### config.mk
export PLATFORM = sky130hd
export DESIGN_NAME = imu_scl_ctrl
export DESIGN_NICKNAME = d
export VERILOG_FILES = /design/src/rtl/imu_scl_pkg.sv /design/src/rtl/imu_scl_ctrl.sv
export SDC_FILE = /design/constraint.sdc
export NUM_CORES = 1
export LEC_CHECK = 0
export BUFFER_PORTS_ARGS = -buffer_cell sky130_fd_sc_hd__buf_4
export CAP_MARGIN = 40
export CORE_UTILIZATION = 45
export DETAILED_ROUTE_END_ITERATION = 8
export PLACE_DENSITY_LB_ADDON = 0.08
export SLEW_MARGIN = 40
export SYNTH_ARGS = -nofsm -noshare
export SYNTH_HDL_FRONTEND = slang
export SYNTH_SLANG_ARGS = --single-unit
### constraint.sdc
create_clock -name clk -period 1.4 [get_ports clk]
set_input_delay 0.14 -clock clk [delete_from_list [all_inputs] [get_ports clk]]
set_output_delay 0.14 -clock clk [all_outputs]
set_load 0.02 [all_outputs]
### src/rtl/imu_scl_pkg.sv
// shared types and constants for the imu sample scaler
package imu_scl_pkg;

  localparam int RAW_W     = 16;
  localparam int AXIS_W    = 32;
  localparam int TEMP_W    = 25;
  localparam int CNT_W     = 8;
  localparam int GAIN_W    = 32;
  localparam int TGAIN_W   = 24;
  localparam int OFS_W     = 16;
  localparam int CFG_IDX_W = 2;
  localparam int MUL_A_W   = 25;
  localparam int MUL_B_W   = GAIN_W + 1;
  localparam int PROD_W    = MUL_A_W + MUL_B_W;
  localparam int AXIS_SH   = 16;
  localparam int TEMP_SH   = 24;
  localparam int MEAN_SH   = 8;
  localparam int NUM_AXES  = 6;

  localparam logic signed [RAW_W-1:0] RAW_MIN = 16'sh8000;
  localparam logic signed [RAW_W-1:0] RAW_MAX = 16'sh7fff;

  localparam logic [GAIN_W-1:0]        ACCEL_GAIN_RST = 32'd2570754;
  localparam logic [GAIN_W-1:0]        GYRO_GAIN_RST  = 32'd32768000;
  localparam logic [TGAIN_W-1:0]       TEMP_GAIN_RST  = 24'd51337;
  localparam logic signed [OFS_W-1:0]  TEMP_OFS_RST   = 16'sd6400;

  typedef enum logic [2:0] {
    MUL_AX, MUL_AY, MUL_AZ, MUL_GX, MUL_GY, MUL_GZ, MUL_TEMP
  } mul_op_t;

  typedef enum logic [CFG_IDX_W-1:0] {
    REG_ACCEL_GAIN, REG_GYRO_GAIN, REG_TEMP_GAIN, REG_TEMP_OFS
  } cfg_reg_t;

  typedef struct packed {
    logic    capture;
    logic    accum;
    logic    mul_go;
    mul_op_t mul_op;
    logic    div_load;
    logic    div_step;
    logic    temp_fin;
    logic    load_out;
  } dp_cmd_t;

  typedef struct packed {
    logic last;
  } dp_stat_t;

endpackage

### src/rtl/imu_scl_ctrl.sv
// controller state machine for the imu sample scaler
module imu_scl_ctrl #(
  parameter int MAX_BURST = 128
) (
  input  logic                  clk,
  input  logic                  rst,
  input  logic                  s_tvalid,
  output logic                  s_tready,
  output logic                  m_tvalid,
  input  logic                  m_tready,
  input  imu_scl_pkg::dp_stat_t stat,
  output imu_scl_pkg::dp_cmd_t  cmd
);

  localparam int TALW = $clog2(MAX_BURST + 1);
  localparam int ACCW = imu_scl_pkg::RAW_W + TALW;
  localparam int NUMW = ACCW + imu_scl_pkg::MEAN_SH;
  localparam int CW   = $clog2(NUMW + 1);

  typedef enum logic [2:0] {
    S_IDLE, S_AXES, S_DLOAD, S_DIV, S_TMUL, S_TFIN, S_DONE
  } state_t;

  state_t        state;
  logic [CW-1:0] cnt;
  logic          out_valid;

  assign s_tready = (state == S_IDLE);
  assign m_tvalid = out_valid;

  always_comb begin
    cmd = '0;
    cmd.mul_op = imu_scl_pkg::MUL_AX;
    unique case (state)
      S_IDLE: cmd.capture = s_tvalid;
      S_AXES: begin
        cmd.accum = (cnt == '0);
        if (cnt < CW'(imu_scl_pkg::NUM_AXES)) begin
          cmd.mul_go = 1'b1;
          cmd.mul_op = imu_scl_pkg::mul_op_t'(cnt[2:0]);
        end
      end
      S_DLOAD: cmd.div_load = 1'b1;
      S_DIV:   cmd.div_step = 1'b1;
      S_TMUL: begin
        cmd.mul_go = 1'b1;
        cmd.mul_op = imu_scl_pkg::MUL_TEMP;
      end
      S_TFIN: cmd.temp_fin = 1'b1;
      S_DONE: cmd.load_out = !out_valid || m_tready;
      default: cmd = '0;
    endcase
  end

  always_ff @(posedge clk) begin
    if (rst) begin
      state     <= S_IDLE;
      cnt       <= '0;
      out_valid <= 1'b0;
    end else begin
      if (cmd.load_out) begin
        out_valid <= 1'b1;
      end else if (m_tready) begin
        out_valid <= 1'b0;
      end
      unique case (state)
        S_IDLE: begin
          if (s_tvalid) begin
            state <= S_AXES;
            cnt   <= '0;
          end
        end
        S_AXES: begin
          if (cnt == CW'(imu_scl_pkg::NUM_AXES)) begin
            cnt   <= '0;
            state <= stat.last ? S_DLOAD : S_DONE;
          end else begin
            cnt <= cnt + 1'b1;
          end
        end
        S_DLOAD: begin
          cnt   <= '0;
          state <= S_DIV;
        end
        S_DIV: begin
          if (cnt == CW'(NUMW - 1)) begin
            state <= S_TMUL;
          end else begin
            cnt <= cnt + 1'b1;
          end
        end
        S_TMUL: state <= S_TFIN;
        S_TFIN: state <= S_DONE;
        S_DONE: begin
          if (cmd.load_out) begin
            state <= S_IDLE;
          end
        end
        default: state <= S_IDLE;
      endcase
    end
  end

endmodule

==> impl_results.md <==
- Global-route wire length before repair: 2750 um
- Die Wd: 41.0 um
- H-tree level count: 1
- Top cell type's share of synthesized area: 0.292
- Max-capacitance violation count: 0
- Clock Skews: 9.08 ps
- Final core occ: 0.956
- Initial antenna violation count: 0
- HPWL after detailed placement: 1340 um
- RSZ-0062 raised after global routing: yes
- Slew @ Worst Pin: 431 ps
- DRC viols: 0
- I/O pins: 17
- Most common cell in the synthesized netlist: dfxtp_1
- Max Root-Sink Buffers: 2
- Vias/cell: 6.74
- I/O Buffers: 16
- Setup-failing EPs final: 19
- Worst path arrival time: 1810 ps
- Asr flop ratio synth: 0
- Syn Nets: 92
- Internal power: 0.000482 W
- Crit path max fanout: 5
- Post-synthesis sequential area ratio: 0.292
- Final setup margin: -553 ps
- Fmax: 512 MHz
- Clock share of power: 0.312
- Die Height: 41.0 um
- Routed length per placed instance: 24.2 um
- Syn Area/Cell: 8.16 um2
- Syn Std Cell Area: 686 um2
- Final wirelength: 3480 um
- Reg2Reg Depth: 6
- Grt ovf: 0
- CTS tree: built
- Crit path time final: 1950 ps
- Area grow syn2layout: 90.5%
- CP Capture Type: primary output
- Seq pwr share: 0.430
- Maximum vdd ir drop: 0.510 mV
- Inserted Diodes: 0
- Die ar.: 1680 um2
- Status: finished with violations
- NetSw: 0.000213 W
- Slew HR: 0.710
- Initial Utilization: 0.502
- P per Cell Area: 532 nW/um2
- Area leader, netlist: dfxtp_1
- Synth Register Bits: 10
- CP Data Required Time: 1260 ps
- Warnings from Yosys: 0
- Via count: 971
- Rows: 13
- Setup_tns: -4590 ps
- Clk slew on worst S/H paths: 80 ps
- Root Buffer: clkbuf_4
- Hold buffer count at cts: 0
- WS Path Type: flip-flop to primary output
- Final nets: 139
- Sw frac: 0.307
- Top cells by area, synth: dfxtp_1 (29%), a21oi_1 (5.8%), ha_1 (5.5%)
- GP Congestion: 0.822
- WHS Path Cells: 2
- Final-report hold violation count: 0
- Leakage: 0.532 nW
- Crit share post-route: 1.39
- GRT Overall Usage: 0.258
- Failing checks: setup timing
- Largest net degree at the start of global routing: 9
- Final Slew Violations: 0
- Core footprint: 1370 um2
- Clock Sinks: 10
- Synth unique cells: 39
- Hold Path Class: primary input to flip-flop
- Most used DFF post-synth: dfxtp_1
- Final ANT Viol Nets: 0
- Synth cell count leaders: dfxtp_1 (10), a21oi_1 (8), nand2_1 (6)
- Clock Latency Late Sink: 280 ps
- Num CTS Buffers: 3
- Logic pwr share: 0.257
- First drt pass iteration count: 4
- Post-synth EDFFs: 0
- Via count of the first global-routing pass: 678
- Mapped Cells: 84
- Fraction of final layout cells sized beyond drive strength 1: 0.636
- CP startpoint kind: flip-flop
- DRT iter0 DRCs: 44
path summary, 6_finish.rpt:
check	startpoint	to	slack, ps
max	cnt[5]	cmd[8]	-550
max reg2reg	cnt[5]	state[0]	-260
min	rst	m_tvalid	60
min reg2reg	m_tvalid	m_tvalid	590
power by group through the flow:
stage / sequential [W] / clock, W / combinational, W
detailed placement: 0.000305 / 0 / 0.000137
CTS: 0.000299 / 0.000204 / 0.000156
global route: 0.000299 / 0.000222 / 0.000189
finish: 0.000299 / 0.000217 / 0.000179
global placement: 0.000304 / 0 / 0.000133
floorplan: 0.000303 / 0 / 0.0000776
through the flow:
| step | hold WS, ps | setup WS (ps) | std cells | total power (W) | cell area [um2] |
|---|---|---|---|---|---|
| 2_1_floorplan | 209 | -76.4 | 84 | 0.000381 | 738 |
| 3_3_place_gp | 329 | -129 | 129 | 0.000438 | 1010 |
| 3_5_place_dp | 338 | -178 | 129 | 0.000442 | 1010 |
| 4_1_cts | 65.9 | -423 | 135 | 0.000659 | 1140 |
| 5_1_grt | 71.3 | -554 | 144 | 0.000710 | 1310 |
| 6_report | 55.4 | -553 | 144 | 0.000696 | 1310 |
final cells by class:
type / count / area [um2]
clock buffers: 3 / 22.5
fillers: 31 / 60.1
multi-input cells: 65 / 609
flip-flops and latches: 10 / 213
well taps: 15 / 18.8
repair buffers: 46 / 418
inverters: 5 / 25.0
repair_timing:
action,in CTS,in global routing
resized for setup,20,29
pin swaps,13,12
setup buffers,3,9
endpoints found under the setup margin,19,19
state kept, by name (all words and copies together), names as in the netlist:
name	count
cnt	6
m_tvalid	1
state	3
worst max-delay path, cell delays in order (launching register included):
cell and delay (ps):
dfxtp_1 330, or3_4 410, nor3b_4 290, nor4bb_4 300, buf_4 200
cells in the final DEF, fill, tap and decap left out, types with 2 or more instances in the layout:
master	synthesis	layout
or3_4	2	2
dfxtp_1	10	6
a21oi_1	8	5
nor2_1	5	5
nor3_4	0	2
buf_8	0	2
and3_4	0	2
o21ai_0	4	2
buf_6	0	12
a21oi_2	0	2
buf_4	0	31
dfxtp_4	0	3
nand2_1	6	4
inv_1	5	3
nand2b_1	2	2
or3_1	2	2
ha_1	3	2
clkbuf_4	0	3
cell families (layout without fill, tap and decap cells):
kind of cell,after synthesis,in the layout,share of synthesized area
buf+inv,9,54,0.0529
mux,1,1,0.0146
xor+xnor,1,1,0.0128
compound gates,22,22,0.223
simple gates,38,38,0.350
fa+ha+maj,3,3,0.0548
flops,10,10,0.292
per-layer routing:
layer | track usage | up-vias | routed length (um)
li1 | - | 403 | -
met1 | 0.286 | 445 | 1260
met2 | 0.461 | 89 | 1630
met3 | 0.0652 | 34 | 351
met4 | 0.100 | 0 | 240
met5 | 0 | - | 0
No activity file was read; power rests on OpenSTA's default activity.
